File: config.mk
export PLATFORM = sky130hd
export DESIGN_NAME = one_euro_adaptive_smoother_flat
export DESIGN_NICKNAME = d
export VERILOG_FILES = /design/src/hdl/oeas_pkg.sv /design/src/hdl/oeas_in_if.sv /design/src/hdl/oeas_out_if.sv /design/src/hdl/one_euro_adaptive_smoother.sv /design/src/flat_wrapper.sv
export SDC_FILE = /design/constraint.sdc
export NUM_CORES = 2
export LEC_CHECK = 0
export ABC_AREA = 1
export BUFFER_PORTS_ARGS = -buffer_cell sky130_fd_sc_hd__buf_2
export CAP_MARGIN = 20
export CORE_MARGIN = 1.5
export CORE_UTILIZATION = 55
export CTS_CLUSTER_DIAMETER = 40
export CTS_CLUSTER_SIZE = 25
export DETAILED_ROUTE_END_ITERATION = 8
export HOLD_SLACK_MARGIN = 0.05
export PLACE_DENSITY = 0.71
export RECOVER_POWER = 100
export SYNTH_ARGS = -nofsm -noshare
export SYNTH_HDL_FRONTEND = slang
export SYNTH_SLANG_ARGS = --single-unit
File: constraint.sdc
create_clock -name clk -period 13.7 [get_ports clk]
set_clock_uncertainty 0.05 [all_clocks]
set_input_delay 1.37 -clock clk [delete_from_list [all_inputs] [get_ports clk]]
set_output_delay 1.37 -clock clk [all_outputs]
set_load 0.02 [all_outputs]
File: src/hdl/oeas_pkg.sv
// shared constants, register map and reciprocal table for the adaptive smoother
`default_nettype none
package oeas_pkg;

	localparam int VALUE_WIDTH_DEF   = 32;
	localparam int FRACTION_BITS_DEF = 16;

	localparam int TIME_BITS = 21;
	localparam int TIME_FRAC = 20;
	localparam int CFG_WIDTH = 16;
	localparam int ADDR_WIDTH = 4;
	localparam int TAYLOR_TERMS = 13;

	// 2*pi in Q24 and exp(-1) in Q32
	localparam logic [31:0] TWO_PI_Q24 = 32'd105414357;
	localparam logic [31:0] EXP_M1_Q32 = 32'd1580030169;

	localparam logic [1:0] REG_MIN_CUTOFF        = 2'd0;
	localparam logic [1:0] REG_DERIVATIVE_CUTOFF = 2'd1;
	localparam logic [1:0] REG_SPEED_GAIN        = 2'd2;

	// floor((2^32-1)/n), the quotient is corrected afterwards
	function automatic logic [31:0] oeas_recip(input logic [3:0] n);
		logic [31:0] m;
		unique case (n)
			4'd1:    m = 32'd4294967295;
			4'd2:    m = 32'd2147483647;
			4'd3:    m = 32'd1431655765;
			4'd4:    m = 32'd1073741823;
			4'd5:    m = 32'd858993459;
			4'd6:    m = 32'd715827882;
			4'd7:    m = 32'd613566756;
			4'd8:    m = 32'd536870911;
			4'd9:    m = 32'd477218588;
			4'd10:   m = 32'd429496729;
			4'd11:   m = 32'd390451572;
			4'd12:   m = 32'd357913941;
			4'd13:   m = 32'd330382099;
			default: m = 32'd0;
		endcase
		return m;
	endfunction

endpackage
`default_nettype wire

File: src/hdl/oeas_in_if.sv
// input channel: sample and time step with valid/ready
`default_nettype none
interface oeas_in_if
	import oeas_pkg::*;
#(
	parameter int VALUE_WIDTH = VALUE_WIDTH_DEF
);
	logic                   valid;
	logic                   ready;
	logic [VALUE_WIDTH-1:0] sample;
	logic [TIME_BITS-1:0]   time_step;

	modport source (output valid, output sample, output time_step, input ready);
	modport sink (input valid, input sample, input time_step, output ready);
endinterface
`default_nettype wire

File: src/hdl/oeas_out_if.sv
// output channel: filtered value and flags with valid/ready
`default_nettype none
interface oeas_out_if
	import oeas_pkg::*;
#(
	parameter int VALUE_WIDTH = VALUE_WIDTH_DEF
);
	logic                   valid;
	logic                   ready;
	logic [VALUE_WIDTH-1:0] filtered;
	logic                   passthrough;
	logic                   step_error;

	modport source (output valid, output filtered, output passthrough, output step_error,
		input ready);
	modport sink (input valid, input filtered, input passthrough, input step_error,
		output ready);
endinterface
`default_nettype wire

File: src/hdl/one_euro_adaptive_smoother.sv
// one euro style adaptive smoother on a shared multiplier under a sequencer
//
// usage: requests enter on in_ch (sample, time_step) and leave on out_ch
// (filtered, passthrough, step_error), one result per request, in order.
// the apb port sets min_cutoff (0x0), derivative_cutoff (0x4) and speed_gain (0x8);
// write it only while the block is idle.
// a seeding request or a zero step answers in the cycle after acceptance.
// a normal request runs the bit-serial divider (one quotient bit a cycle), then
// for each of the two exponent arguments that is in range the 13-term series on
// the single multiplier and one multiply per exp(-1) factor, one factor for each
// unit of the integer part of that argument.
// the block takes one request at a time: in_ch.ready is high only when idle,
// and a result held on out_ch waits there for as long as the receiver stalls.
// reset (arst_n low) clears the filter state to unprimed and loads the
// register defaults; the first request after it seeds the state.
`default_nettype none
module one_euro_adaptive_smoother
	import oeas_pkg::*;
#(
	parameter int VALUE_WIDTH   = VALUE_WIDTH_DEF,
	parameter int FRACTION_BITS = FRACTION_BITS_DEF
) (
	input  wire logic                  clk,
	input  wire logic                  arst_n,
	oeas_in_if.sink                    in_ch,
	oeas_out_if.source                 out_ch,
	input  wire logic                  psel,
	input  wire logic                  penable,
	input  wire logic                  pwrite,
	input  wire logic [ADDR_WIDTH-1:0] paddr,
	input  wire logic [31:0]           pwdata,
	output logic      [31:0]           prdata,
	output logic                       pready
);

	localparam int VW   = VALUE_WIDTH;
	localparam int FB   = FRACTION_BITS;
	// multiplier operand a must hold a 33-bit series term or a blend difference
	localparam int AW   = (VW + 1 > 33) ? VW + 1 : 33;
	localparam int PW   = AW + 32;
	// quotient bits of the derivative divide
	localparam int QW   = VW + 1;
	localparam int CNTW = $clog2(QW);
	// cutoff width: min_cutoff plus the scaled derivative term
	localparam int CW   = ((VW + 16 - FB > 16) ? VW + 16 - FB : 16) + 1;
	localparam int CWX  = (CW > 34) ? CW : 34;

	typedef enum logic [4:0] {
		S_IDLE, S_SETUP, S_DIV, S_RATE,
		S_P, S_X, S_XR, S_T1, S_T2, S_T3, S_K, S_K2, S_W,
		S_BLEND, S_BL2, S_CUT, S_CUT2, S_OUT
	} state_t;

	state_t state_q;

	// configuration
	logic [CFG_WIDTH-1:0] min_cutoff_q, derivative_cutoff_q, speed_gain_q;

	// filter state
	logic          primed_q;
	logic [VW-1:0] prev_q, sd_q, sv_q;

	// result register
	logic [VW-1:0] filtered_q;
	logic          pass_q, err_q;

	// working registers
	logic [VW-1:0]        x_q;
	logic [TIME_BITS-1:0] dt_q;
	logic                 neg_q;
	logic [QW-1:0]        num_q, quo_q;
	logic [TIME_BITS-1:0] rem_q;
	logic [CNTW-1:0]      cnt_q;
	logic [VW-1:0]        rate_q;
	logic [CW-1:0]        cut_q;
	logic                 value_phase_q;
	logic [PW-1:0]        prod_q;
	logic [6:0]           k_q;
	logic [31:0]          f_q;
	logic [32:0]          t_q, v_q, r_q;
	logic [34:0]          sum_q;
	logic [3:0]           n_q;
	logic [16:0]          w_q;

	// ---------------- apb ----------------
	logic cfg_wr;
	assign cfg_wr = psel && penable && pwrite;
	assign pready = 1'b1;

	always_comb begin
		unique case (paddr[3:2])
			REG_MIN_CUTOFF:        prdata = 32'(min_cutoff_q);
			REG_DERIVATIVE_CUTOFF: prdata = 32'(derivative_cutoff_q);
			REG_SPEED_GAIN:        prdata = 32'(speed_gain_q);
			default:               prdata = 32'd0;
		endcase
	end

	always_ff @(posedge clk or negedge arst_n) begin
		if (!arst_n) begin
			min_cutoff_q        <= CFG_WIDTH'(256);
			derivative_cutoff_q <= CFG_WIDTH'(256);
			speed_gain_q        <= '0;
		end else if (cfg_wr) begin
			unique case (paddr[3:2])
				REG_MIN_CUTOFF:        min_cutoff_q        <= pwdata[CFG_WIDTH-1:0];
				REG_DERIVATIVE_CUTOFF: derivative_cutoff_q <= pwdata[CFG_WIDTH-1:0];
				REG_SPEED_GAIN:        speed_gain_q        <= pwdata[CFG_WIDTH-1:0];
				default: ;
			endcase
		end
	end

	// ---------------- datapath helpers ----------------
	// sample difference and the divide set-up
	logic [VW:0]    diff, diff_mag;
	logic           diff_neg;
	logic [VW+20:0] num_full;
	logic [19:0]    num_top;
	logic           div_sat;
	assign diff     = {x_q[VW-1], x_q} - {prev_q[VW-1], prev_q};
	assign diff_neg = diff[VW];
	assign diff_mag = diff_neg ? (~diff + 1'b1) : diff;
	assign num_full = {diff_mag, 20'd0};
	assign num_top  = num_full[VW+20 -: 20];
	// quotient would not fit in QW bits: saturate
	assign div_sat  = {1'b0, num_top} >= dt_q;

	// one restoring divide step
	logic [TIME_BITS:0] div_sh, div_sub;
	logic               div_ge;
	assign div_sh  = {rem_q, num_q[QW-1]};
	assign div_sub = div_sh - {1'b0, dt_q};
	assign div_ge  = div_sh >= {1'b0, dt_q};

	// rate clamp to the signed range
	logic [QW-1:0] rate_lim, rate_mag, rate_full;
	assign rate_lim  = neg_q ? (QW'(1) << (VW - 1)) : ((QW'(1) << (VW - 1)) - QW'(1));
	assign rate_mag  = (quo_q > rate_lim) ? rate_lim : quo_q;
	assign rate_full = neg_q ? (~rate_mag + 1'b1) : rate_mag;

	// cutoff cap
	logic [CWX-1:0] cut_x;
	logic           cut_big;
	assign cut_x   = CWX'(cut_q);
	assign cut_big = cut_x > (CWX'(1) << 32);

	// exponent argument with rounding
	logic [PW-1:0] x_round;
	assign x_round = prod_q + (PW'(1) << 35);

	// series term: reciprocal quotient and its correction
	logic [32:0] q0, qn, rr, nn, q_fix;
	logic [34:0] sum_new;
	assign q0      = prod_q[64:32];
	assign nn      = 33'(n_q);
	assign qn      = 33'(q0 * nn);
	assign rr      = v_q - qn;
	assign q_fix   = q0 + 33'(rr >= nn) + 33'(rr >= (nn << 1)) + 33'(rr >= 33'(nn * 33'd3));
	assign sum_new = n_q[0] ? (sum_q - 35'(q_fix)) : (sum_q + 35'(q_fix));

	// weight rounding to q16
	logic [33:0] w_round;
	assign w_round = {1'b0, r_q} + 34'(1 << 15);

	// blend operands, derivative first then value
	logic [VW-1:0] bl_in, bl_prev;
	logic [VW:0]   bl_d, bl_mag, bl_in_ext, bl_adj, bl_res;
	logic          bl_neg;
	logic [PW-1:0] adj_round;
	assign bl_in     = value_phase_q ? x_q : rate_q;
	assign bl_prev   = value_phase_q ? sv_q : sd_q;
	assign bl_in_ext = {bl_in[VW-1], bl_in};
	assign bl_d      = {bl_prev[VW-1], bl_prev} - bl_in_ext;
	assign bl_neg    = bl_d[VW];
	assign bl_mag    = bl_neg ? (~bl_d + 1'b1) : bl_d;
	assign adj_round = prod_q + (PW'(1) << 15);
	assign bl_adj    = adj_round[16 +: QW];
	// result always lies between the two inputs
	assign bl_res    = bl_neg ? (bl_in_ext - bl_adj) : (bl_in_ext + bl_adj);

	logic [VW-1:0] sd_mag;
	assign sd_mag = sd_q[VW-1] ? (~sd_q + 1'b1) : sd_q;

	// ---------------- shared multiplier ----------------
	logic [AW-1:0] mul_a;
	logic [31:0]   mul_b;

	always_comb begin
		unique case (state_q)
			S_P: begin
				mul_a = AW'(cut_x[32:0]);
				mul_b = 32'(dt_q);
			end
			S_X: begin
				mul_a = AW'(prod_q[30:0]);
				mul_b = TWO_PI_Q24;
			end
			S_T1: begin
				mul_a = AW'(t_q);
				mul_b = f_q;
			end
			S_T2: begin
				mul_a = AW'(prod_q[64:32]);
				mul_b = oeas_recip(n_q);
			end
			S_K: begin
				mul_a = AW'(r_q);
				mul_b = EXP_M1_Q32;
			end
			S_BLEND: begin
				mul_a = AW'(bl_mag);
				mul_b = 32'(w_q);
			end
			S_CUT: begin
				mul_a = AW'(sd_mag);
				mul_b = 32'(speed_gain_q);
			end
			default: begin
				mul_a = '0;
				mul_b = '0;
			end
		endcase
	end

	// ---------------- sequencer ----------------
	always_ff @(posedge clk or negedge arst_n) begin
		if (!arst_n) begin
			state_q       <= S_IDLE;
			primed_q      <= 1'b0;
			prev_q        <= '0;
			sd_q          <= '0;
			sv_q          <= '0;
			filtered_q    <= '0;
			pass_q        <= 1'b0;
			err_q         <= 1'b0;
			value_phase_q <= 1'b0;
		end else begin
			unique case (state_q)
				S_IDLE: begin
					if (in_ch.valid) begin
						if (!primed_q) begin
							// seeding request passes straight through
							prev_q     <= in_ch.sample;
							sv_q       <= in_ch.sample;
							sd_q       <= '0;
							primed_q   <= in_ch.time_step != '0;
							filtered_q <= in_ch.sample;
							pass_q     <= 1'b1;
							err_q      <= 1'b0;
							state_q    <= S_OUT;
						end else if (in_ch.time_step == '0) begin
							// zero step: hold state, flag it
							filtered_q <= sv_q;
							pass_q     <= 1'b0;
							err_q      <= 1'b1;
							state_q    <= S_OUT;
						end else begin
							state_q <= S_SETUP;
						end
					end
				end
				S_SETUP: state_q <= div_sat ? S_RATE : S_DIV;
				S_DIV: begin
					if (cnt_q == '0) begin
						state_q <= S_RATE;
					end
				end
				S_RATE: begin
					prev_q        <= x_q;
					value_phase_q <= 1'b0;
					state_q       <= S_P;
				end
				S_P: state_q <= cut_big ? S_BLEND : S_X;
				S_X: state_q <= (prod_q[PW-1:31] != '0) ? S_BLEND : S_XR;
				S_XR: state_q <= S_T1;
				S_T1: state_q <= S_T2;
				S_T2: state_q <= S_T3;
				S_T3: state_q <= (n_q == 4'(TAYLOR_TERMS)) ? S_K : S_T1;
				S_K: state_q <= (k_q == '0 || r_q == '0) ? S_W : S_K2;
				S_K2: state_q <= S_K;
				S_W: state_q <= S_BLEND;
				S_BLEND: state_q <= S_BL2;
				S_BL2: begin
					if (!value_phase_q) begin
						sd_q    <= bl_res[VW-1:0];
						state_q <= S_CUT;
					end else begin
						sv_q       <= bl_res[VW-1:0];
						filtered_q <= bl_res[VW-1:0];
						pass_q     <= 1'b0;
						err_q      <= 1'b0;
						state_q    <= S_OUT;
					end
				end
				S_CUT: state_q <= S_CUT2;
				S_CUT2: begin
					value_phase_q <= 1'b1;
					state_q       <= S_P;
				end
				S_OUT: begin
					if (out_ch.ready) begin
						state_q <= S_IDLE;
					end
				end
				default: state_q <= S_IDLE;
			endcase
		end
	end

	// working registers, no reset needed
	always_ff @(posedge clk) begin
		prod_q <= mul_a * mul_b;
		unique case (state_q)
			S_IDLE: begin
				x_q  <= in_ch.sample;
				dt_q <= in_ch.time_step;
			end
			S_SETUP: begin
				neg_q <= diff_neg;
				rem_q <= {1'b0, num_top};
				num_q <= num_full[VW:0];
				quo_q <= div_sat ? '1 : '0;
				cnt_q <= CNTW'(QW - 1);
			end
			S_DIV: begin
				rem_q <= div_ge ? div_sub[TIME_BITS-1:0] : div_sh[TIME_BITS-1:0];
				quo_q <= {quo_q[QW-2:0], div_ge};
				num_q <= num_q << 1;
				cnt_q <= cnt_q - 1'b1;
			end
			S_RATE: begin
				rate_q <= rate_full[VW-1:0];
				cut_q  <= CW'(derivative_cutoff_q);
			end
			S_P: begin
				if (cut_big) begin
					w_q <= '0;
				end
			end
			S_X: begin
				if (prod_q[PW-1:31] != '0) begin
					w_q <= '0;
				end
			end
			S_XR: begin
				k_q   <= x_round[58:52];
				f_q   <= {x_round[51:36], 16'd0};
				t_q   <= 33'(1) << 32;
				sum_q <= 35'(1) << 32;
				n_q   <= 4'd1;
			end
			S_T2: v_q <= prod_q[64:32];
			S_T3: begin
				t_q   <= q_fix;
				sum_q <= sum_new;
				n_q   <= n_q + 1'b1;
				r_q   <= sum_new[32:0];
			end
			S_K2: begin
				r_q <= prod_q[64:32];
				k_q <= k_q - 1'b1;
			end
			S_W: w_q <= w_round[32:16];
			S_CUT2: cut_q <= CW'(min_cutoff_q) + CW'(prod_q >> FB);
			default: ;
		endcase
	end

	assign in_ch.ready        = state_q == S_IDLE;
	assign out_ch.valid       = state_q == S_OUT;
	assign out_ch.filtered    = filtered_q;
	assign out_ch.passthrough = pass_q;
	assign out_ch.step_error  = err_q;

endmodule
`default_nettype wire
File: src/flat_wrapper.sv
// flat-port wrapper written by rule: the top's interface ports become plain ports
module one_euro_adaptive_smoother_flat import oeas_pkg::*;
#(
	parameter int VALUE_WIDTH   = VALUE_WIDTH_DEF,
	parameter int FRACTION_BITS = FRACTION_BITS_DEF
)
  (clk, arst_n, psel, penable, pwrite, paddr, pwdata, prdata, pready, in_ch_valid, in_ch_sample, in_ch_time_step, in_ch_ready, out_ch_valid, out_ch_filtered, out_ch_passthrough, out_ch_step_error, out_ch_ready);
  oeas_in_if #(.VALUE_WIDTH(VALUE_WIDTH)) in_ch_i ();
  oeas_out_if #(.VALUE_WIDTH(VALUE_WIDTH)) out_ch_i ();
  input  wire logic clk;
  input  wire logic arst_n;
  input  wire logic psel;
  input  wire logic penable;
  input  wire logic pwrite;
  input  wire logic [ADDR_WIDTH-1:0] paddr;
  input  wire logic [31:0] pwdata;
  output logic      [31:0] prdata;
  output logic pready;
  input wire logic [$bits(in_ch_i.valid)-1:0] in_ch_valid;
  input wire logic [$bits(in_ch_i.sample)-1:0] in_ch_sample;
  input wire logic [$bits(in_ch_i.time_step)-1:0] in_ch_time_step;
  output wire logic [$bits(in_ch_i.ready)-1:0] in_ch_ready;
  output wire logic [$bits(out_ch_i.valid)-1:0] out_ch_valid;
  output wire logic [$bits(out_ch_i.filtered)-1:0] out_ch_filtered;
  output wire logic [$bits(out_ch_i.passthrough)-1:0] out_ch_passthrough;
  output wire logic [$bits(out_ch_i.step_error)-1:0] out_ch_step_error;
  input wire logic [$bits(out_ch_i.ready)-1:0] out_ch_ready;
  assign in_ch_i.valid = in_ch_valid;
  assign in_ch_i.sample = in_ch_sample;
  assign in_ch_i.time_step = in_ch_time_step;
  assign in_ch_ready = in_ch_i.ready;
  assign out_ch_valid = out_ch_i.valid;
  assign out_ch_filtered = out_ch_i.filtered;
  assign out_ch_passthrough = out_ch_i.passthrough;
  assign out_ch_step_error = out_ch_i.step_error;
  assign out_ch_i.ready = out_ch_ready;
  one_euro_adaptive_smoother #(.VALUE_WIDTH(VALUE_WIDTH), .FRACTION_BITS(FRACTION_BITS)) u_core (.clk(clk), .arst_n(arst_n), .in_ch(in_ch_i), .out_ch(out_ch_i), .psel(psel), .penable(penable), .pwrite(pwrite), .paddr(paddr), .pwdata(pwdata), .prdata(prdata), .pready(pready));
endmodule
Word level (Yosys, flattened, before mapping)
Memories as Yosys holds them, arrays and structs flattened. A register that Yosys moved wholly into a read port is not among the register bits. Cells that the tools add are included.

$add $sub $neg: 22. Multiply operators: 3. Divide/modulo/power cells: 0. Magnitude comparators: 7. Equal/unequal tests: 29. Shift operators: 0. Mux-type cells: 65. Bitwise gates (word level): 4. Reductions and logical operators: 30.

Operators by type and width (number): 32-bit two-way mux (16); 33-bit case mux with 2 select lines (5); 32-bit case mux with 2 select lines (4); 33-bit case mux with 7 select lines (1); 32-bit case mux with 7 select lines (1); 33-bit by 1-bit adder with 33-bit output (3); 33-bit two-way mux (3); 5-bit case mux with 17 select lines (1); 35-bit case mux with 2 select lines (1); 33-bit by 1-bit adder with 33-bit output (second input constant) (2); 33-bit NOT (2); 32-bit by 32-bit subtractor with 33-bit output (2); 33-bit by 32-bit multiplier with 65-bit output (1); 32-bit by 1-bit adder with 32-bit output (second input constant) (2); 32-bit NOT (2); 59-bit by 36-bit adder with 59-bit output (second input constant) (1); 17-bit case mux with 3 select lines (1); 48-bit by 16-bit adder with 48-bit output (second input constant) (1); 16-bit case mux with 3 select lines (1); 21-bit case mux with 2 select lines (1); 5-bit by 4-bit == test with 1-bit output (second input constant) (8); 35-bit by 33-bit adder with 35-bit output (1); 35-bit two-way mux (1); 35-bit by 33-bit subtractor with 35-bit output (1); 54 further kinds (98).

Bits in registers: 640. Latch bits: 0. RAM bits: 0. ROM bits: 512. Input bits: 96. Memories kept: 1.

Memories: (no name shown) (depth 16, width 32, rd ports 1, clocked after Yosys merged registers in 1, wr ports 0, line oeas_pkg.sv:25) `unique case (n)`.

Depth between registers and ports, before layout
Depth in word-level cells: 9. Gate-level depth with buffers: 57. Gate-level depth less buffers: 55.

Worst setup path after synthesis
Ideal clock, no wire load.

Path kind: flip-flop to flip-flop. Start: register u_core.value_phase_q. End: register u_core.prod_q[51]. Setup time: 0.120 ns. Data arrival time: 9.517 ns. Data required time: 13.530 ns. Slack: 4.013 ns. Stages on the path, launching flop included: 49. Clock period less this slack: 9.687 ns. Cells stage by stage: dfrtp_1 clkbuf_1 clkbuf_1 clkbuf_1 o21ai_0 ha_1 inv_1 fa_1 inv_1 ha_1 inv_1 nor2_1 nand2_1 nor2_1 nand3_1 nor2_2 nand4_1 nor2_4 (+13 left out) fa_1 fa_1 inv_1 fa_1 inv_1 fa_1 inv_1 ha_1 nand2_1 nor2_1 inv_1 nor2_1 nand3_1 nand3_1 a31oi_1 o21ai_0 a21oi_1 xnor2_1.

Longest elaborated chain between the ends: 7. Elaborated cells between the ends (all ways): 8.

Ends and longest elaborated chain: start: declaration (line one_euro_adaptive_smoother.sv:76) `logic value_phase_q;`; start signal: assignment (line one_euro_adaptive_smoother.sv:237) `value_phase_q <= 1'b0;`; start signal: assignment (line one_euro_adaptive_smoother.sv:271) `value_phase_q <= 1'b0;`; start signal: assignment (line one_euro_adaptive_smoother.sv:298) `value_phase_q <= 1'b1;`; 32-bit two-way mux (on tied branches) (line one_euro_adaptive_smoother.sv:172, one_euro_adaptive_smoother.sv:171); 32-bit by 32-bit subtractor with 33-bit output * (line one_euro_adaptive_smoother.sv:174) `assign bl_d = {bl_prev[VW-1], bl_prev} - bl_in_ext;`; 33-bit NOT (line one_euro_adaptive_smoother.sv:176) `assign bl_mag = bl_neg ? (~bl_d + 1'b1) : bl_d;`; 33-bit by 1-bit adder with 33-bit output (line one_euro_adaptive_smoother.sv:176); 33-bit two-way mux * (line one_euro_adaptive_smoother.sv:176); 33-bit case mux with 7 select lines * (line one_euro_adaptive_smoother.sv:190) `unique case (state_q)`; 33-bit by 32-bit multiplier with 65-bit output * (line one_euro_adaptive_smoother.sv:313) `prod_q <= mul_a * mul_b;`; end signal: assignment (line one_euro_adaptive_smoother.sv:313); end: declaration (line one_euro_adaptive_smoother.sv:77) `logic [PW-1:0] prod_q;`.

Every way passes the cells marked *; elsewhere a longest branch is shown, timed or not. A chain may end at the register's enable or synchronous reset.

Worst setup path after layout
Start: register u_core.state_q[1]. End: register u_core.prod_q[56].

Longest elaborated chain between the ends: 3. Elaborated cells between the ends (all ways): 10.

Ends and longest elaborated chain: start: declaration (line one_euro_adaptive_smoother.sv:54) `state_t state_q;`; start signal: assignment (line one_euro_adaptive_smoother.sv:263) `S_SETUP: state_q <= div_sat ? S_RATE : S_DIV;`; start signal: assignment (line one_euro_adaptive_smoother.sv:274) `S_P: state_q <= cut_big ? S_BLEND : S_X;`; start signal: assignment (line one_euro_adaptive_smoother.sv:275) `S_X: state_q <= (prod_q[PW-1:31] != '0) ? S_BLEND : S_XR;`; 5-bit by 4-bit == test with 1-bit output / 5-bit by 3-bit == test with 1-bit output (equally long branches) (line one_euro_adaptive_smoother.sv:190); 33-bit case mux with 7 select lines / 32-bit case mux with 7 select lines (equally long branches) (line one_euro_adaptive_smoother.sv:190); 33-bit by 32-bit multiplier with 65-bit output * (line one_euro_adaptive_smoother.sv:313).

Marks and branches as above.

==> out/metrics.cfg <==
[outcome]
status=finished with violations
violations=max-capacitance violations, max-slew violations

[yosys]
synth_cells=11400
yosysWarnings=0
yosys.cell_types.count=79
synth_edf_count=368
synth_seq_cells=639
seq_area_frac_synth=0.202
syn-cell-area_um2=86200
async_flop_share=0.290
avgSynthCellArea_um2=7.55
synth_ff_type=edfxtp_1

[timing]
slew_headroom=-3.29
fmax_mhz=75.9
final_hold_viol_count=0
setup_viol=0
setup_tns_ns=0
rsz0062_at_grt=no
finalMaxSlewViolations=1125
worstMarginPinSlew_ns=6.43
period_share=0.961
period_needed_ns=13.17

[setup_path]
reg2reg_slack_ns=0.53
crit_cells=28
endpoint_kind=flop
arrival_ns=13.77
critPathLaunchType=flop
cp_max_fo=50
reg2reg_depth=28
cpMostUsedCell=fa_1
path_class=reg -> reg
crit_path_max_incr_delay_ns=2.20
crit_required_ns=14.30
slowest_stage=clkbuf_1
path_buf_inv=7
crit_family=adder cells

[layout]
multi_input_area_um2=58800
final_cell_count_no_fill=13600
fin_nets=13100
fillers=14400
ff_latch_area_um2=17400
drive_above_1_share=0.0510
finalInstanceArea_um2=93000
syn2layout_area_growth_pct=7.88
final_util=0.597

[placed_design]
dp_hpwl_mm=269
placed_area_um2=89000
gp_congestion=1.09
portBuffers=129
place_inst=13400

[die]
start_util=0.553
die-area_um2=159000
dieHeight_um=399
core_um2=156000
io_pins=165
rows=145
die_w_um=399

[clock_network]
cts_root_buffer=clkbuf_16
clk_path_buf_depth=3
cts_max_level=3
cts_hold_buf=0
clk_pin_slew_ns=0.05
cts_num_sinks=639
tritoncts=built
postCtsResizedCells=0
postCtsSetupBuffers=0
cts_buffers=118
clock_latency_ns=0.79

[global_routing]
grt_max_degree=123
grt_overflow=0
grt_pass1_wl_mm=495
gr-usage-all-layers=0.421
antenna_found_initial=15
grt_pass1_vias=78600

[drt]
drtIter0Drc=9381
final_antenna_net_count=0
drc_errors=0
vias=80500
routed_wl_mm=335
via_per_inst=5.90
drt_pass1_iterations=6
routedWlPerCell_um=24.6

[worst_hold_path]
hp-class=reg -> reg
min_path_cells=2

[flow_run]
maxCapViolCount=25

flip-flops by register name, summed over array words and instances, names as in the netlist, 17 cells and up, named ones only:
register / flops
u_core.cut_q: 33
u_core.dt_q: 21
u_core.out_ch.filtered: 32
u_core.prev_q: 32
u_core.prod_q: 65
u_core.quo_q: 33
u_core.r_q: 33
u_core.rate_q: 32
u_core.rem_q: 21
u_core.sd_q: 32
u_core.sum_q: 33
u_core.sv_q: 32
u_core.t_q: 33
u_core.v_q: 33
u_core.w_q: 17
u_core.x_q: 32
final cells by class:
cell class                 count  share of cell area
multi-input combinational   8186               0.632
sequential                   639               0.187
inverter                    2211              0.0892
clock buffer                 132              0.0331
tap                         2058              0.0277
timing repair buffer         303              0.0188
clock inverter                94              0.0121
antenna                        7            0.000188
logic make-up after synthesis:
| logic type | after synthesis | synth area share |
|---|---|---|
| compound gates | 1580 | 0.105 |
| xor+xnor | 309 | 0.0316 |
| fa+ha+maj | 1581 | 0.319 |
| buf+inv | 2616 | 0.119 |
| flops | 639 | 0.202 |
| other cells | 2 | 0.0000871 |
| simple gates | 4699 | 0.224 |
placed cells by master, fill, tap and decap left out, types with 16 or more instances in the layout:
cell type	count
xor2_1	211
a2bb2oi_1	19
o211ai_1	78
a21o_1	19
conb_1	17
inv_1	2156
nor2_2	31
nor2_1	1080
clkinv_4	17
inv_2	39
nand2_1	2760
buf_4	122
nand3_1	409
a221oi_1	36
o22ai_1	16
buf_2	31
xnor2_1	96
a31oi_1	43
dfxtp_1	86
clkbuf_16	119
o21bai_1	31
a21oi_2	26
nand4_1	108
o21a_1	25
edfxtp_1	368
nor3_1	117
clkinv_1	20
a21oi_1	594
inv_6	22
clkbuf_1	150
fa_1	1024
a21boi_0	16
nor4_1	49
or2_2	19
dfrtp_1	182
ha_1	557
o21ai_0	563
nand2_2	38
nand3b_1	26
o21ai_1	17
Yosys cell counts, drive strengths merged (31+ instances only):
master     n  area, µm²
nand2   2801      10600
dfxtp     86       1720
xor2     211       1850
nor3     130        723
fa      1024      20500
buf      185       1100
dfrtp    183       4580
nand3    418       2150
clkbuf   220        826
a221oi    38        339
o211ai    79        598
edfxtp   368      11100
ha       557       6970
inv     2199       8250
o21bai    31        233
a31oi     47        300
a21oi    621       3200
nor2    1119       4300
nor4      53        368
xnor2     98        873
nand4    108        676
o21ai    583       2930
tightest hold or removal path, delay by kind of cell (launching register included):
family | cells | cell delay [ns]
simple gates | 1 | 0.05
compound gates | 1 | 0.06
flops | 1 | 0.34
layer usage:
metal	global-route usage	up-vias	wire length, µm
met2	0.628	4716	142000
met3	0.129	967	42000
met5	0	-	144
li1	-	35800	-
met4	0.218	16	21000
met1	0.552	38900	130000
metrics by stage:
stage	hold WS, ns	setup WS (ns)
2_1_floorplan	0.353	4.01
3_3_place_gp	0.416	1.55
3_5_place_dp	0.419	1.44
4_1_cts	0.435	1.42
5_1_grt	0.461	0.276
6_report	0.433	0.528
final timing paths:
check	from	endpoint
worst min register to register	u_core.speed_gain_q[15]$_DFFE_PN0P_	u_core.speed_gain_q[15]$_DFFE_PN0P_
min in group asynchronous	arst_n	u_core.out_ch.filtered[17]$_DFFE_PN0P_
worst max register to register	u_core.state_q[1]$_DFFE_PN0P_	u_core.prod_q[56]$_DFF_P_
max in group asynchronous	arst_n	u_core.value_phase_q$_DFFE_PN0P_
worst max-delay path	u_core.state_q[1]$_DFFE_PN0P_	u_core.prod_q[56]$_DFF_P_
worst min-delay path	u_core.speed_gain_q[15]$_DFFE_PN0P_	u_core.speed_gain_q[15]$_DFFE_PN0P_
Power is left out: the tool's default activity adds up to more than one toggle a clock period on the data nets, which glitch-free logic cannot reach.
